==> config.mk <==
export PLATFORM = sky130hd
export DESIGN_NAME = tbh_div_cell
export DESIGN_NICKNAME = d
export VERILOG_FILES = /design/src/rtl/tbh_pkg.sv /design/src/rtl/tbh_div_cell.sv
export SDC_FILE = /design/constraint.sdc
export NUM_CORES = 1
export LEC_CHECK = 0
export BUFFER_PORTS_ARGS = -buffer_cell sky130_fd_sc_hd__buf_4
export CAP_MARGIN = 10
export CORE_AREA = 2 2 186 188
export CTS_CLUSTER_SIZE = 10
export DETAILED_ROUTE_END_ITERATION = 8
export DIE_AREA = 0 0 188 190
export PLACE_DENSITY = 0.62
export SKIP_CTS_REPAIR_TIMING = 1
export SYNTH_ARGS = -nofsm -noshare
export SYNTH_HDL_FRONTEND = slang
export SYNTH_SLANG_ARGS = --single-unit
==> constraint.sdc <==
create_clock -name clock -period 3.7 [get_ports clock]
set_input_delay 0.555 -clock clock [delete_from_list [all_inputs] [get_ports clock]]
set_output_delay 0.555 -clock clock [all_outputs]
set_load 0.1 [all_outputs]
==> src/rtl/tbh_pkg.sv <==
// shared widths and types for the triangle barycentric height block
package tbh_pkg;

   localparam int COORD_W = 32;
   localparam int DIFF_W  = COORD_W + 1;
   localparam int PROD_W  = 2 * DIFF_W;
   localparam int WSUM_W  = PROD_W + 1;
   localparam int QUO_W   = COORD_W + 2;
   localparam int SPLIT_W = QUO_W;
   localparam int PLO_W   = SPLIT_W + 1 + DIFF_W;
   localparam int PHI_W   = (WSUM_W - SPLIT_W) + DIFF_W;
   localparam int NUM_W   = WSUM_W + DIFF_W + 1;
   localparam int REM_W   = NUM_W - QUO_W;
   localparam int RES_W   = QUO_W + 2;
   localparam int DIV_CELLS = QUO_W;

   localparam logic signed [COORD_W-1:0] H_MAX = {1'b0, {(COORD_W-1){1'b1}}};
   localparam logic signed [COORD_W-1:0] H_MIN = {1'b1, {(COORD_W-1){1'b0}}};

   typedef struct packed {
      logic signed [COORD_W-1:0] v1_x;
      logic signed [COORD_W-1:0] v1_h;
      logic signed [COORD_W-1:0] v1_z;
      logic signed [COORD_W-1:0] v2_x;
      logic signed [COORD_W-1:0] v2_h;
      logic signed [COORD_W-1:0] v2_z;
      logic signed [COORD_W-1:0] v3_x;
      logic signed [COORD_W-1:0] v3_h;
      logic signed [COORD_W-1:0] v3_z;
      logic signed [COORD_W-1:0] query_x;
      logic signed [COORD_W-1:0] query_z;
   } tri_in_type;

   typedef struct packed {
      logic [REM_W-1:0]          rem;
      logic [QUO_W-1:0]          ubits;
      logic [QUO_W-1:0]          quo;
      logic [REM_W-1:0]          dvs;
      logic signed [COORD_W-1:0] h3;
      logic                      neg;
      logic                      ovf;
      logic                      degenerate;
   } div_item_type;

   typedef struct packed {
      logic signed [COORD_W-1:0] height;
      logic                      degenerate;
      logic                      saturated;
   } res_type;

endpackage

==> src/rtl/tbh_div_cell.sv <==
// one restoring division cell: one quotient bit per beat
module tbh_div_cell (
   input  logic                  clock,
   input  logic                  reset,
   input  logic                  en,
   input  logic                  in_valid,
   input  tbh_pkg::div_item_type in_item,
   output logic                  out_valid,
   output tbh_pkg::div_item_type out_item
);
   import tbh_pkg::*;

   logic                 valid_ff;
   div_item_type         item_ff;
   div_item_type         item_in;
   logic [REM_W:0]       trial;
   logic [REM_W+1:0]     diff;
   logic                 fits;

   always_comb begin
      trial   = {in_item.rem, in_item.ubits[QUO_W-1]};
      diff    = {1'b0, trial} - {2'b00, in_item.dvs};
      fits    = ~diff[REM_W+1];
      item_in = in_item;
      item_in.rem   = fits ? diff[REM_W-1:0] : trial[REM_W-1:0];
      item_in.ubits = {in_item.ubits[QUO_W-2:0], 1'b0};
      item_in.quo   = {in_item.quo[QUO_W-2:0], fits};
   end

   always_ff @(posedge clock) begin
      if (reset) begin
         valid_ff <= 1'b0;
      end else if (en) begin
         valid_ff <= in_valid;
      end
   end

   always_ff @(posedge clock) begin
      if (en) begin
         item_ff <= item_in;
      end
   end

   assign out_valid = valid_ff;
   assign out_item  = item_ff;

endmodule

Word-level counts from Yosys, hierarchy flattened

Index checks and enable logic that the tools add are counted.

Register bits: 237
Input bits: 241
Output and inout port bits: 238
Logic and storage cells: 12

Add/subtract/negate cells: 1
Mux-type cells: 1
Bitwise operators: 1

Operators by type and width:

| kind             | number |
|---|---|
| $sub A68 B67 Y69 | 1 |
| $mux W67         | 1 |
| $not A1 Y1       | 1 |

Depth between registers and ports, before layout

Depth after elaboration: 2
Mapped depth: 15

Least setup slack after synthesis

Ideal clock, no wire load.

Path type: input to register
Start: input in_item[169] (netlist name)
End: register item_ff, in the netlist out_item[228], data pin
Library setup time: 260 ps
Data arrival time: 2915 ps
Slack: 525 ps
Cell stages on the path: 14
Cell sequence: inv_1 > ha_1 > fa_1 > nand2b_1 > a211oi_2 > o2111ai_2 > o211ai_2 > o211ai_2 > nand3_2 > a221oi_2 > and2_4 > buf_6 > inv_4 > mux2_4

RTL lines:

| element              | RTL line           | source |
|---|---|---|
| from (decl)          | tbh_div_cell.sv:7  | `input tbh_pkg::div_item_type in_item,` |
| to (signal assigned) | tbh_div_cell.sv:40 | `item_ff <= item_in;` |
| to (decl)            | tbh_div_cell.sv:14 | `div_item_type item_ff;` |

==> out/metrics.yaml <==
io_buffers: 476
tightest_slew_ns: 0.811
yosys.area.top_type: "edfxtp_1"
finalPower_uw: 9650
ys_seq_area_share_pct: 58.6
timing.slew.headroom_pct: 45.9
die-area_mm2: 0.0357
yosys_warnings: 0
grt_start_max_net_pins: 95
insertion_delay_ns: 0.55
r2r_cells: 2
crit_path_end_kind: "flip-flop"
synthTopCellsByArea: "edfxtp_1, ha_1, nand2_1, o21ai_0, a21oi_1"
hold_start: "reset"
cts_tree: "done"
routed-via-count: 10004
fp.coreArea_mm2: 0.0339
yosys_most_used_dff: "edfxtp_1"
syn_avg_cell_area_um2: 11.4
worstReg2RegStart: "out_valid"
synth_top_family_by_area: "compound AO/OA/AOI/OAI gates"
fp.dieH_um: 190
yosys.cell_count.top_type: "edfxtp_1"
syn_inst: 1066
fp-row-count: 68
postSynth.asyncResetShare_pct: 0
start_kind: "input port"
viasPerCell: 4.87
hp-class: "input port to flip-flop"
syn_to_final_growth_pct: 43.2
antenna_found_initial: 0
drc_errors: 0
hold_path_depth: 2
io_pins: 479
synth_top_area_share_pct: 58.5
synth-edff-count: 236
cts_buffers: 29
cts_sinks: 237
dp_hpwl_um: 30100
synth-compound-area-share_pct: 15.7
clk_pin_slew_ns: 0.05
grt_pass1_vias: 9962
cts_buffer_depth: 3
rsz0062_at_grt: "false"
synthSimpleGateAreaFrac_pct: 9.25
place_ws_ns: -0.00990
cellPowerDensity_mw_per_mm2: 556
finalCritPeriodShare_pct: 84.9
synth-seq-cells: 237
drive_gt1_share_pct: 36.6
p_leak_uw: 0.00753
wl_um: 37600
synth_area_mm2: 0.0121
vdd_drop_max_v: 0.000306
wl_per_cell_um: 18.3
overflow: 0
yosys-top-cells-count: "edfxtp_1, nand2_1, o21ai_0"
diodes: 0
first_iter_violations: 464
htreeDepth: 1
drt_first_pass_iters: 5
slew_viol_final: 0
synth_xor_area_share_pct: 4.48
min_to: "out_valid"
setup_viol: 0
place_congestion: 0.841
cp_data_arrival_time_ns: 3.42
outcome: "finished, final reports clean"
cts-root-buf: "clkbuf_16"
grt_util_all_layers_pct: 20.3
synth_mux_area_share_pct: 0.207
required_ns: 3.97
synthDistinctLibCells: 70
grt_pass1_wl_um: 56300
reg2reg_slack_ns: 3.09
maxCapViolations: 0
worst-setup-path-type: "input port to flip-flop"
synth_fa_ha_area_share_pct: 7.08
hold_violations: 0
start_util_pct: 35.7
setup_ws_ns: 0.558
die_x_um: 188
r2r-end: "out_valid"
cp_max_fo: 3
min_period_ns: 3.14
ant_nets: 0
synth_fp_nets: 1375
skew_ns: 0
nets: 1895
fmax_mhz: 318
-- critical path, stage by stage --
cell	delay (ns)
buf_4	0.12
ha_1	0.22
fa_1	0.42
nand2b_1	0.20
a211oi_2	0.31
o2111ai_2	0.20
o211ai_2	0.30
o21ai_1	0.17
o21bai_1	0.33
a21oi_1	0.17
nor2b_1	0.17
xnor2_1	0.14
o21ai_0	0.10
-- registers in the layout (all words and copies together) (netlist names) --
name       count
out_item     236
out_valid      1
-- per-stage QoR --
step                utilization (%)  std cells  hold WS, ns  cell area [um2]  TNS [ns]
CTS                            51.1       2056        0.133            17400         0
global route                   51.1       2056        0.142            17400         0
global placement               48.6       2010        0.480            16500         0
detailed placement             48.6       2010        0.534            16500  -0.00990
floorplan                         -       1066        0.627            12100         0
finish                         51.1       2056        0.165            17400         0
-- power breakdown --
part	internal, uW	switching, uW	leakage, uW	total, uW
registers	3290	75.3	0.00232	3370
clock network	1530	1060	0.000401	2590
logic	909	2790	0.00481	3700
-- routing by layer --
metal | vias up | global-route usage [%] | wire [um]
li1 | 4930 | - | -
met1 | 4705 | 22.6 | 14200
met2 | 323 | 38.4 | 19900
met3 | 46 | 5.40 | 2810
met4 | 0 | 4.45 | 658
met5 | - | 0 | 0
-- cells in the final DEF (no fill, tap or decap), drive strengths merged, types with 10 or more instances in the layout --
master / n
o21ai: 107
edfxtp: 236
nand3: 15
nand4: 21
a21o: 20
a21oi: 93
xnor2: 40
clkbuf: 42
buf: 529
nor2: 60
xor2: 22
o21bai: 20
a31oi: 10
nand2: 136
ha: 67
inv: 92
o31ai: 12
-- worst max-delay path by stage --
| stage | start | endpoint | slack (ns) | cells after the start |
|---|---|---|---|---|
| after floorplan | in_item[169] | out_item[228] | 0.52 | 14 |
| after global placement | in_item[35] | out_item[214] | 0.02 | 13 |
| after detailed placement | in_item[35] | out_item[214] | -0.01 | 13 |
| after CTS | in_item[35] | out_item[214] | 0.55 | 13 |
| after global routing | in_item[35] | out_item[214] | 0.35 | 13 |
| final | in_item[35] | out_item[214] | 0.56 | 13 |
-- layout make-up --
type | instances | area [um2]
clock buffer | 42 | 795
clock inverter | 4 | 48.8
fill | 3081 | 16600
inverter | 92 | 348
multi-input combinational | 697 | 4450
sequential | 237 | 7110
tap | 455 | 569
timing repair buffer | 529 | 4040
-- kinds of logic (layout without fill, tap and decap cells) --
logic type / count (synthesis) / count (layout)
compound gates: 304 / 304
fa+ha+maj: 68 / 68
xor+xnor: 62 / 62
other cells: 1 / 1
buf+inv: 132 / 667
flops: 237 / 237
simple gates: 260 / 260
mux: 2 / 2
No activity file was read; power rests on OpenSTA's default activity.
