## config.mk

```make
export PLATFORM = sky130hd
export DESIGN_NAME = tbh_back
export DESIGN_NICKNAME = d
export VERILOG_FILES = /design/src/rtl/tbh_pkg.sv /design/src/rtl/tbh_back.sv
export SDC_FILE = /design/constraint.sdc
export NUM_CORES = 1
export LEC_CHECK = 0
export BUFFER_PORTS_ARGS = -buffer_cell sky130_fd_sc_hd__buf_4
export CORE_ASPECT_RATIO = 0.8
export CORE_MARGIN = 5
export CORE_UTILIZATION = 52
export DETAILED_ROUTE_END_ITERATION = 10
export GPL_TIMING_DRIVEN = 0
export PLACE_DENSITY = 0.92
export SYNTH_ARGS = -nofsm -noshare
export SYNTH_HDL_FRONTEND = slang
export SYNTH_SLANG_ARGS = --single-unit
```

## constraint.sdc

```tcl
create_clock -name clock -period 12.1 [get_ports clock]
set_input_delay 2.42 -clock clock [delete_from_list [all_inputs] [get_ports clock]]
set_output_delay 2.42 -clock clock [all_outputs]
set_load 0.01 [all_outputs]
```

## src/rtl/tbh_pkg.sv

```systemverilog
// shared widths and types for the triangle barycentric height block
package tbh_pkg;

   localparam int COORD_W = 32;
   localparam int DIFF_W  = COORD_W + 1;
   localparam int PROD_W  = 2 * DIFF_W;
   localparam int WSUM_W  = PROD_W + 1;
   localparam int QUO_W   = COORD_W + 2;
   localparam int SPLIT_W = QUO_W;
   localparam int PLO_W   = SPLIT_W + 1 + DIFF_W;
   localparam int PHI_W   = (WSUM_W - SPLIT_W) + DIFF_W;
   localparam int NUM_W   = WSUM_W + DIFF_W + 1;
   localparam int REM_W   = NUM_W - QUO_W;
   localparam int RES_W   = QUO_W + 2;
   localparam int DIV_CELLS = QUO_W;

   localparam logic signed [COORD_W-1:0] H_MAX = {1'b0, {(COORD_W-1){1'b1}}};
   localparam logic signed [COORD_W-1:0] H_MIN = {1'b1, {(COORD_W-1){1'b0}}};

   typedef struct packed {
      logic signed [COORD_W-1:0] v1_x;
      logic signed [COORD_W-1:0] v1_h;
      logic signed [COORD_W-1:0] v1_z;
      logic signed [COORD_W-1:0] v2_x;
      logic signed [COORD_W-1:0] v2_h;
      logic signed [COORD_W-1:0] v2_z;
      logic signed [COORD_W-1:0] v3_x;
      logic signed [COORD_W-1:0] v3_h;
      logic signed [COORD_W-1:0] v3_z;
      logic signed [COORD_W-1:0] query_x;
      logic signed [COORD_W-1:0] query_z;
   } tri_in_type;

   typedef struct packed {
      logic [REM_W-1:0]          rem;
      logic [QUO_W-1:0]          ubits;
      logic [QUO_W-1:0]          quo;
      logic [REM_W-1:0]          dvs;
      logic signed [COORD_W-1:0] h3;
      logic                      neg;
      logic                      ovf;
      logic                      degenerate;
   } div_item_type;

   typedef struct packed {
      logic signed [COORD_W-1:0] height;
      logic                      degenerate;
      logic                      saturated;
   } res_type;

endpackage

```

## src/rtl/tbh_back.sv

```systemverilog
// final add, saturation and output register with skid stage
module tbh_back (
   input  logic                  clock,
   input  logic                  reset,
   input  logic                  in_valid,
   input  tbh_pkg::div_item_type in_item,
   output logic                  en,
   output logic                  rsp_valid,
   input  logic                  rsp_ready,
   output tbh_pkg::res_type      rsp_res
);
   import tbh_pkg::*;

   logic signed [RES_W-1:0] h3_ext, quo_ext, sum;
   res_type                 fin_in;
   res_type                 fin_ff;
   logic                    fin_valid_ff;
   res_type                 out_ff;
   logic                    out_valid_ff;
   res_type                 skid_ff;
   logic                    skid_valid_ff;
   logic                    push;
   logic                    take;

   always_comb begin
      h3_ext  = RES_W'(in_item.h3);
      quo_ext = $signed({2'b00, in_item.quo});
      sum     = in_item.neg ? (h3_ext - quo_ext) : (h3_ext + quo_ext);
      fin_in  = '0;
      priority if (in_item.degenerate) begin
         fin_in.degenerate = 1'b1;
      end else if (in_item.ovf) begin
         fin_in.height    = in_item.neg ? H_MIN : H_MAX;
         fin_in.saturated = 1'b1;
      end else if (sum > RES_W'(H_MAX)) begin
         fin_in.height    = H_MAX;
         fin_in.saturated = 1'b1;
      end else if (sum < RES_W'(H_MIN)) begin
         fin_in.height    = H_MIN;
         fin_in.saturated = 1'b1;
      end else begin
         fin_in.height = sum[COORD_W-1:0];
      end
   end

   assign en   = ~skid_valid_ff;
   assign push = fin_valid_ff & en;
   assign take = ~out_valid_ff | rsp_ready;

   always_ff @(posedge clock) begin
      if (reset) begin
         fin_valid_ff  <= 1'b0;
         out_valid_ff  <= 1'b0;
         skid_valid_ff <= 1'b0;
      end else begin
         if (en) begin
            fin_valid_ff <= in_valid;
         end
         if (take) begin
            out_valid_ff  <= skid_valid_ff | push;
            skid_valid_ff <= 1'b0;
         end else if (push) begin
            skid_valid_ff <= 1'b1;
         end
      end
   end

   always_ff @(posedge clock) begin
      if (en) begin
         fin_ff <= fin_in;
      end
      if (take) begin
         out_ff <= skid_valid_ff ? skid_ff : fin_ff;
      end else if (push) begin
         skid_ff <= fin_ff;
      end
   end

   assign rsp_valid = out_valid_ff;
   assign rsp_res   = out_ff;

endmodule

```

=== Word level (Yosys, flattened, before mapping) ===
Cells that the tools add are included.

* Divide/modulo/power cells: 0
* Reduce and logical (&&, ||, !) cells: 2
* Equality and inequality tests: 0
* Multiply operators: 0
* Shifts and indexed selects: 0
* Add/sub/neg operators: 2
* Multiplexer cells: 10
* $lt $le $gt $ge: 2
* Bitwise operators: 6

{| class="wikitable"
|+ Operators with widths
! operator !! count
|-
| two-way mux 32 bit || 4
|-
| adder 32 x 35 -> 36 bit || 1
|-
| > comparator 36 x 32 -> 1 bit (second input constant) || 1
|-
| less-than comparator 36 x 32 -> 1 bit (second input constant) || 1
|-
| two-way mux 36 bit || 1
|-
| subtractor 32 x 35 -> 36 bit || 1
|-
| two-way mux 34 bit || 1
|-
| two-way mux 1 bit || 4
|-
| NOT 1 bit || 3
|-
| bitwise OR 1 bit || 2
|-
| AND reduction 2 bit || 1
|-
| OR reduction 2 bit || 1
|-
| AND 1 bit || 1
|}

* Memories kept: 0
* Logic and storage cells: 34
* RAM bits: 0
* Memory bits (read-only): 0
* Output and inout bits: 36
* Flip-flop bits (word level): 105
* Latch bits: 0

=== Logic depth before layout (Yosys ltp) ===
Gate-level depths: netlist (run 1).

* Depth in word-level cells: 6
* Mapped depth: 21

=== Least setup slack after synthesis (run 1) ===
Ideal clock, no wire load.

* Kind: input -> register
* Start point: in in_item[111] (netlist bit)
* End point: reg fin_ff[4] (netlist bit) (data pin)
* Path slack: 5.400 ns
* Stages on the path: 18
* Setup time: 0.269 ns
* Arrival time: 6.432 ns
* Path through: or4_1 -> or2_2 -> nor2_1 -> nor4b_1 -> a21oi_1 -> xnor2_1 -> ha_1 -> and3_1 -> nand2_1 -> nor4_1 -> inv_1 -> o31ai_1 -> a311oi_1 -> a2111o_1 -> a31oi_2 -> buf_4 -> buf_6 -> o41ai_1

* Longest elaborated chain between the ends: 6
* Elaborated cells on any way between the ends: 8
* Classes of those cells: add/sub: 2; order compare: 2; mux: 4

{| class="wikitable"
|+ Ends and longest elaborated chain
! item !! line !! text
|-
| start: declaration || tbh_back.sv:6 || <nowiki>input tbh_pkg::div_item_type in_item,</nowiki>
|-
| adder 32 x 35 -> 36 bit / subtractor 32 x 35 -> 36 bit (equally long branches) || tbh_back.sv:28 || <nowiki>sum = in_item.neg ? (h3_ext - quo_ext) : (h3_ext + quo_ext);</nowiki>
|-
| two-way mux 36 bit (*) || tbh_back.sv:28 ||
|-
| less-than comparator 36 x 32 -> 1 bit || tbh_back.sv:38 || <nowiki>end else if (sum < RES_W'(H_MIN)) begin</nowiki>
|-
| two-way mux 32 bit || tbh_back.sv:38 ||
|-
| two-way mux 32 bit (*) || tbh_back.sv:35 || <nowiki>end else if (sum > RES_W'(H_MAX)) begin</nowiki>
|-
| two-way mux 32 bit (*) || tbh_back.sv:32 || <nowiki>end else if (in_item.ovf) begin</nowiki>
|-
| end signal: assignment || tbh_back.sv:70 || <nowiki>fin_ff <= fin_in;</nowiki>
|-
| end: declaration || tbh_back.sv:16 || <nowiki>res_type fin_ff;</nowiki>
|}

Every way passes the cells marked *; elsewhere a longest branch is shown, timed or not.
A chain may end at the register's enable or synchronous reset.

=== Worst setup path after layout (run 1) ===
* Start point: in in_item[107] (netlist bit)
* End point: reg fin_ff[5] (netlist bit) (data pin)

Same word-level chain as after synthesis.

==> results of run 1 <==
==> metrics by stage <==
stage	std cells	power (uW)
after global routing	928	1180
after detailed placement	912	857
after CTS	928	1130
final	928	1130
after floorplan	628	726
after global placement	910	844
==> synthesized netlist by cell type (all sizes together), types with 12 or more instances <==
cell,n,area [um2]
a21oi,62,310
inv,18,67.6
nand2,39,146
o31ai,32,254
nor2,44,168
xor2,14,123
xnor2,49,437
o21ai,26,130
mux2,34,383
nor3,12,60.1
edfxtp,102,3060
ha,36,450
clkbuf,22,82.6
==> kinds of logic (layout without fill, tap and decap cells) <==
family | Yosys count | count (layout)
AND/OR/NAND/NOR | 157 | 157
XOR/XNOR | 63 | 63
multiplexers | 37 | 37
buffers and inverters | 49 | 174
adder cells (fa/ha/maj) | 37 | 37
AO/OA/AOI/OAI | 180 | 180
flip-flops | 105 | 105
==> sequential cells by signal, indices dropped and copies added (netlist names) <==
signal,cells
skid_ff,34
skid_valid_ff,1
rsp_res,34
fin_ff,34
fin_valid_ff,1
rsp_valid,1
==> path summary, 6_finish.rpt <==
check,from,cells past startpoint,to
min,fin_ff[31]$_SDFFCE_PP0N_,0,skid_ff[31]$_DFFE_PP_
min reg2reg,fin_ff[31]$_SDFFCE_PP0N_,0,skid_ff[31]$_DFFE_PP_
max,in_item[107],20,fin_ff[5]$_SDFFCE_PP0N_
max reg2reg,skid_valid_ff$_SDFFE_PP0P_,3,fin_ff[3]$_SDFFCE_PP0N_
==> cell type report <==
| cell class | instances | area [um2] |
|---|---|---|
| Buffer | 31 | 145 |
| Clock buffer | 12 | 236 |
| Clock inverter | 4 | 43.8 |
| Fill cell | 1039 | 4690 |
| Inverter | 18 | 67.6 |
| Multi-Input combinational cell | 474 | 3430 |
| Sequential cell | 105 | 3120 |
| Tap cell | 175 | 219 |
| Timing Repair Buffer | 109 | 826 |
==> routing by layer <==
| layer | GRT usage, % | vias up | wire (um) | share of wire, % |
|---|---|---|---|---|
| li1 | - | 2617 | - | - |
| met1 | 29.4 | 2398 | 7220 | 47 |
| met2 | 30.0 | 236 | 6740 | 44 |
| met3 | 2.66 | 28 | 1090 | 7.1 |
| met4 | 6.52 | 0 | 306 | 2.0 |
| met5 | 0 | - | 0 | 0 |
==> worst register-to-register path, delay by kind of cell (launching register included) <==
kind / cells / cell delay (ns)
flops: 1 / 0.35
buf+inv: 3 / 1.68
==> power groups by stage <==
stage          Clock (uW)  Sequential, uW  Combinational [uW]
2_1_floorplan           0             510                 217
3_3_place_gp            0             501                 343
3_5_place_dp            0             506                 351
4_1_cts               275             499                 354
5_1_grt               290             504                 390
6_report              271             498                 357
==> metrics.txt, run 1 <==
# TYPE chip_impl_metric gauge
chip_impl_info{name="mostFrequentLayoutCell",value="buf_4"} 1
chip_impl_metric{name="seqPwrFrac",unit="%"} 44.2
chip_impl_metric{name="cp.arrival",unit="ns"} 7.45
chip_impl_metric{name="max-clock-path-buffers",unit=""} 2
chip_impl_metric{name="post-route-drc-count",unit=""} 0
chip_impl_metric{name="layout-area-overhead-vs-synth",unit="%"} 19.7
chip_impl_metric{name="route.final.wire_length",unit="mm"} 15.4
chip_impl_metric{name="worst-slew-pin-transition",unit="ns"} 1.21
chip_impl_metric{name="simple_gate_fraction_of_synth_area",unit="%"} 11.5
chip_impl_metric{name="post_drt_via_cell_ratio",unit=""} 5.69
chip_impl_metric{name="p_sw",unit="uW"} 334
chip_impl_metric{name="netSwitchingFraction",unit="%"} 29.6
chip_impl_metric{name="ys_ff_latch",unit=""} 105
chip_impl_metric{name="worst_ir_drop_vdd",unit="mV"} 0.103
chip_impl_metric{name="gr-total-overflow",unit=""} 0
chip_impl_metric{name="power_density_over_the_cells",unit="nW/um2"} 139
chip_impl_metric{name="fin_crit",unit="ns"} 7.38
chip_impl_metric{name="grt_antenna_before_repair",unit=""} 0
chip_impl_metric{name="worst_skew_late_latency",unit="ns"} 0.34
chip_impl_metric{name="routabilityCongestion",unit=""} 0.955
chip_impl_metric{name="maxSlewHeadroom",unit="%"} 19.3
chip_impl_metric{name="num_io_pins",unit=""} 277
chip_impl_metric{name="post_synth_fa_ha_maj_area_fraction",unit="%"} 6.96
chip_impl_metric{name="die-width",unit="um"} 137
chip_impl_metric{name="regToRegSetupSlack",unit="ns"} 9.62
chip_impl_metric{name="crit_path_max_incr_delay",unit="ns"} 0.49
chip_impl_metric{name="final.setup_skew",unit="ns"} 0.00762
chip_impl_metric{name="synth-edff-count",unit=""} 102
chip_impl_metric{name="finalHoldWorstSlack",unit="ns"} 0.455
chip_impl_metric{name="initialDrtViolationCount",unit=""} 449
chip_impl_info{name="timing.critical_path.cells",value="buf_4, nor4_1, nand2_1, or2_2, nor2_1, nor4b_1, a21oi_1, xnor2_1, ha_1, and3_1, nand2_1, nor4_1, inv_1, o31ai_1, a311oi_1, a2111o_1, a31oi_2, buf_4, buf_6, o31ai_1"} 1
chip_impl_metric{name="achievable-frequency",unit="MHz"} 135
chip_impl_metric{name="synth.cell_area",unit="um2"} 6760
chip_impl_metric{name="setup-tns-final",unit="ns"} 0
chip_impl_info{name="largest_family_of_logic_cells_by_synthesized_area",value="compound AO/OA/AOI/OAI gates"} 1
chip_impl_metric{name="synth.area.mux_share",unit="%"} 6.11
chip_impl_metric{name="pwr-share-clk",unit="%"} 24.1
chip_impl_info{name="crit_path_start_kind",value="primary input"} 1
chip_impl_metric{name="drtPass1Iterations",unit=""} 5
chip_impl_metric{name="synth_seq_area_share",unit="%"} 46.2
chip_impl_info{name="cpLargestDelayFamily",value="simple AND/OR/NAND/NOR gates"} 1
chip_impl_metric{name="number_of_library_cell_types_mapped_by_synthesis",unit=""} 66
chip_impl_metric{name="routed-via-count",unit=""} 5279
chip_impl_metric{name="die_area",unit="um2"} 15400
chip_impl_metric{name="share_of_the_clock_period_used_by_the_worst_path_after_layout",unit="%"} 61.0
chip_impl_metric{name="postSynthAreaPerCell",unit="um2"} 10.8
chip_impl_metric{name="dpl-instance-area",unit="um2"} 7810
chip_impl_metric{name="fin_ws",unit="ns"} 4.72
chip_impl_metric{name="cts_num_sinks",unit=""} 105
chip_impl_metric{name="share_comb_of_total_power",unit="%"} 31.7
chip_impl_metric{name="post_cts_hold_buffer_count",unit=""} 0
chip_impl_metric{name="grtUsageTotal",unit="%"} 19.8
chip_impl_metric{name="synth_async_sr_flop_share",unit="%"} 0
chip_impl_metric{name="placement.io_buffers",unit=""} 107
chip_impl_metric{name="grt_pass1_wl",unit="mm"} 24.6
chip_impl_metric{name="post-route-util",unit="%"} 63.3
chip_impl_metric{name="leakage_power_total",unit="uW"} 0.00315
chip_impl_metric{name="area_share_of_xor_xnor_cells_in_the_synthesized_design",unit="%"} 8.28
chip_impl_metric{name="cts_repair_resize_count",unit=""} 0
chip_impl_info{name="worstSetupPathType",value="in2reg"} 1
chip_impl_info{name="min_path_type",value="reg2reg"} 1
chip_impl_metric{name="design.core.area",unit="um2"} 12800
chip_impl_metric{name="drv_slew",unit=""} 0
chip_impl_metric{name="die_y",unit="um"} 112
chip_impl_info{name="tritoncts",value="built"} 1
chip_impl_metric{name="report.final.hold_viol_count",unit=""} 0
chip_impl_metric{name="insertedDiodeCount",unit=""} 0
chip_impl_metric{name="floorplan.initialDensity",unit="%"} 52.9
chip_impl_info{name="synth_top_flop_cell",value="edfxtp_1"} 1
chip_impl_metric{name="detail-route-antenna-nets",unit=""} 0
chip_impl_metric{name="cp_data_required_time",unit="ns"} 12.17
chip_impl_metric{name="syn_nets",unit=""} 906
chip_impl_metric{name="final_cell_area",unit="um2"} 8090
chip_impl_metric{name="synth_compound_area_share",unit="%"} 17.8
chip_impl_metric{name="layout-drive-gt1-share",unit="%"} 23.8
chip_impl_metric{name="critical_path.max_fanout",unit=""} 10
chip_impl_metric{name="cts.reportedPaths.clkPinSlew",unit="ns"} 0.06
chip_impl_metric{name="netlist_instances",unit=""} 628
chip_impl_metric{name="wire_per_inst",unit="um"} 16.5
chip_impl_metric{name="design.final.nets",unit=""} 1026
chip_impl_metric{name="placement_rows",unit=""} 37
chip_impl_metric{name="ys_warn_count",unit=""} 0
chip_impl_info{name="timing.critical_path.slowest_stage_cell",value="nor4b_1"} 1
chip_impl_metric{name="placed_wire_length_estimate_after_detailed_placement",unit="mm"} 12.2
chip_impl_metric{name="grt_start_max_net_pins",unit=""} 38
chip_impl_info{name="most_frequent_cells_in_the_layout",value="110 x buf_4, 102 x edfxtp_1, 62 x a21oi_1"} 1
chip_impl_info{name="grt_setup_unrepaired",value="no"} 1
chip_impl_metric{name="first_global_vias",unit=""} 5081
chip_impl_info{name="cts.root.buffer_cell",value="clkbuf_16"} 1
chip_impl_metric{name="report.final.setup_viol",unit=""} 0
chip_impl_metric{name="max_cap_viol_count",unit=""} 0
chip_impl_info{name="outcome",value="finished, final reports clean"} 1
chip_impl_metric{name="crit_buf_inv",unit=""} 4
chip_impl_info{name="timing.critical_path.to_type",value="flop"} 1
chip_impl_metric{name="num_cts_buffers",unit=""} 9
chip_impl_metric{name="intPower",unit="uW"} 792
chip_impl_metric{name="postCtsSetupRepairBufs",unit=""} 0
chip_impl_metric{name="cts_htree_levels",unit=""} 3
chip_impl_metric{name="placement.setup.worst_slack",unit="ns"} 4.44
No activity file was read; power rests on OpenSTA's default activity.
==> inputs of run 2 (changes only) <==
- CORE_UTILIZATION: 52 -> 45
- PLACE_DENSITY: 0.92 -> 0.85
- clock period: 12.1 -> 6.6 ns (I/O delays scaled with it)
==> metrics.txt, run 2 (synthesis results as in run 1) <==
# TYPE chip_impl_metric gauge
chip_impl_metric{name="placement_rows",unit=""} 40
chip_impl_metric{name="grt_antenna_before_repair",unit=""} 0
chip_impl_metric{name="worst_skew_late_latency",unit="ns"} 0.33
chip_impl_metric{name="dp.cells",unit=""} 926
chip_impl_info{name="mostFrequentLayoutCell",value="buf_4"} 1
chip_impl_metric{name="cp.arrival",unit="ns"} 6.29
chip_impl_info{name="cpLargestDelayFamily",value="simple AND/OR/NAND/NOR gates"} 1
chip_impl_info{name="timing.critical_path.cells",value="buf_4, nor4_1, nand2_1, or2_2, nor2_1, nor4b_1, a21oi_1, xnor2_1, ha_1, and3_1, nand2_1, nor4_1, inv_1, o31ai_1, a311oi_1, a2111o_1, a31oi_2, buf_4, buf_6, o31ai_1"} 1
chip_impl_metric{name="die_y",unit="um"} 120
chip_impl_metric{name="seqPwrFrac",unit="%"} 45.1
chip_impl_metric{name="timing.hold.worst_path_depth",unit=""} 0
chip_impl_metric{name="post_drt_via_cell_ratio",unit=""} 5.54
chip_impl_metric{name="gr-total-overflow",unit=""} 0
chip_impl_info{name="grt_setup_unrepaired",value="no"} 1
chip_impl_metric{name="filler_instances",unit=""} 1276
chip_impl_metric{name="leakage_power_total",unit="uW"} 0.00313
chip_impl_info{name="worstSetupPathType",value="in2reg"} 1
chip_impl_metric{name="post_cts_hold_buffer_count",unit=""} 0
chip_impl_metric{name="drtPass1Iterations",unit=""} 5
chip_impl_metric{name="max_cap_viol_count",unit=""} 0
chip_impl_info{name="outcome",value="finished, final reports clean"} 1
chip_impl_metric{name="critical_path.max_fanout",unit=""} 10
chip_impl_metric{name="wire_per_inst",unit="um"} 16.7
chip_impl_metric{name="design.core.area",unit="um2"} 14900
chip_impl_info{name="timing.critical_path.to_type",value="flop"} 1
chip_impl_metric{name="num_cts_buffers",unit=""} 9
chip_impl_metric{name="regArea",unit="um2"} 3120
chip_impl_info{name="timing.hold.worst.start",value="fin_ff[10]$_SDFFCE_PP0N_"} 1
chip_impl_metric{name="maxSlewHeadroom",unit="%"} 13.4
chip_impl_metric{name="worst-slew-pin-transition",unit="ns"} 1.30
chip_impl_metric{name="pwr-share-clk",unit="%"} 22.2
chip_impl_metric{name="grt_start_max_net_pins",unit=""} 38
chip_impl_metric{name="setup-tns-final",unit="ns"} 0
chip_impl_metric{name="post-route-drc-count",unit=""} 0
chip_impl_metric{name="cts.reportedPaths.clkPinSlew",unit="ns"} 0.06
chip_impl_metric{name="grtUsageTotal",unit="%"} 17.8
chip_impl_metric{name="netSwitchingFraction",unit="%"} 30.3
chip_impl_info{name="crit_path_start_kind",value="primary input"} 1
chip_impl_metric{name="p_sw",unit="uW"} 611
chip_impl_metric{name="routabilityCongestion",unit=""} 0.912
chip_impl_metric{name="worst_ir_drop_vdd",unit="mV"} 0.122
chip_impl_metric{name="drv_slew",unit=""} 0
chip_impl_metric{name="num_io_pins",unit=""} 277
chip_impl_info{name="cts.root.buffer_cell",value="clkbuf_16"} 1
chip_impl_metric{name="layout.cells.non_filler",unit=""} 939
chip_impl_metric{name="intPower",unit="uW"} 1410
chip_impl_metric{name="placed_wire_length_estimate_after_detailed_placement",unit="mm"} 12.9
chip_impl_metric{name="final.setup_skew",unit="ns"} 0.00444
chip_impl_metric{name="cts_repair_resize_count",unit=""} 0
chip_impl_metric{name="max-clock-path-buffers",unit=""} 2
chip_impl_metric{name="design.final.nets",unit=""} 1026
chip_impl_metric{name="detail-route-antenna-nets",unit=""} 0
chip_impl_metric{name="share_of_the_clock_period_used_by_the_worst_path_after_layout",unit="%"} 94.4
chip_impl_metric{name="placement.io_buffers",unit=""} 107
chip_impl_metric{name="share_comb_of_total_power",unit="%"} 32.6
chip_impl_metric{name="fin_crit",unit="ns"} 6.23
chip_impl_metric{name="crit_buf_inv",unit=""} 4
chip_impl_metric{name="cts_num_sinks",unit=""} 105
chip_impl_info{name="reg2reg_from",value="rsp_valid$_SDFFE_PP0N_"} 1
chip_impl_metric{name="route.final.wire_length",unit="mm"} 15.7
chip_impl_metric{name="die-width",unit="um"} 147
chip_impl_info{name="most_frequent_cells_in_the_layout",value="110 x buf_4, 102 x edfxtp_1, 62 x a21oi_1"} 1
chip_impl_info{name="regToRegEndpoint",value="skid_ff[13]$_DFFE_PP_"} 1
chip_impl_info{name="tritoncts",value="built"} 1
chip_impl_info{name="min_path_type",value="reg2reg"} 1
chip_impl_metric{name="achievable-frequency",unit="MHz"} 161
chip_impl_metric{name="regToRegSetupSlack",unit="ns"} 4.11
chip_impl_metric{name="insertedDiodeCount",unit=""} 0
chip_impl_info{name="timing.critical_path.slowest_stage_cell",value="nor4_1"} 1
chip_impl_metric{name="multi_input_area",unit="um2"} 3430
chip_impl_info{name="crit_start",value="in_item[107]"} 1
chip_impl_metric{name="depth_of_the_most_critical_reg_to_reg_path",unit=""} 4
chip_impl_metric{name="floorplan.initialDensity",unit="%"} 45.5
chip_impl_metric{name="layout-area-overhead-vs-synth",unit="%"} 19.5
chip_impl_metric{name="initialDrtViolationCount",unit=""} 341
chip_impl_metric{name="cts_htree_levels",unit=""} 3
chip_impl_metric{name="routed-via-count",unit=""} 5204
chip_impl_metric{name="die_area",unit="um2"} 17600
chip_impl_metric{name="crit_path_max_incr_delay",unit="ns"} 0.52
chip_impl_info{name="min_to",value="skid_ff[10]$_DFFE_PP_"} 1
chip_impl_metric{name="cp_data_required_time",unit="ns"} 6.66
chip_impl_metric{name="grt_pass1_wl",unit="mm"} 25.7
chip_impl_metric{name="postCtsSetupRepairBufs",unit=""} 0
chip_impl_metric{name="layout-drive-gt1-share",unit="%"} 23.6
chip_impl_metric{name="first_global_vias",unit=""} 5026
chip_impl_metric{name="report.final.hold_viol_count",unit=""} 0
chip_impl_metric{name="report.final.setup_viol",unit=""} 0
chip_impl_metric{name="power_density_over_the_cells",unit="nW/um2"} 250
[run 2: stage by stage]
stage | utilization [%] | area, um2 | setup WS, ns | hold slack, ns | total power (uW)
final | 54.3 | 8070 | 0.371 | 0.450 | 2020
after global routing | 54.3 | 8070 | 0.0266 | 0.465 | 2130
after CTS | 54.3 | 8070 | 0.505 | 0.456 | 2020
after detailed placement | 52.7 | 7830 | 0.163 | 0.441 | 1580
after global placement | 52.5 | 7800 | 0.114 | 0.436 | 1550
after floorplan | - | 6760 | 1.00 | 0.422 | 1330
[run 2: final cells by class]
| type | instances | area share, % |
|---|---|---|
| sequential | 105 | 38.7 |
| buffer | 31 | 1.80 |
| inverter | 18 | 0.837 |
| clock inverter | 2 | 0.108 |
| multi-input combinational | 474 | 42.5 |
| clock buffer | 11 | 2.88 |
| timing repair buffer | 109 | 10.3 |
| tap | 189 | 2.93 |
[run 2: layer usage]
metal,routed length (um),part of all wire [%],track usage [%]
met1,8010,51,27.2
met5,0,0,0
met4,131,0.84,3.67
met3,1040,6.6,3.02
met2,6490,41,26.6
[run 2: power by group through the flow]
stage	combinational, uW	sequential [uW]	clock, uW
2_1_floorplan	397	934	0
3_3_place_gp	635	917	0
3_5_place_dp	651	928	0
4_1_cts	655	914	456
5_1_grt	724	925	484
6_report	659	911	449
[run 2: worst max-delay path by stage]
stage	endpoint	slack (ns)	depth (start not counted)
detailed placement	fin_ff[9]$_SDFFCE_PP0N_	0.16	20
finish	fin_ff[9]$_SDFFCE_PP0N_	0.37	20
global placement	skid_ff[7]$_DFFE_PP_	0.11	3
CTS	fin_ff[9]$_SDFFCE_PP0N_	0.50	20
global route	fin_ff[8]$_SDFFCE_PP0N_	0.03	20
floorplan	fin_ff[4]$_SDFFCE_PP0N_	1.0	18
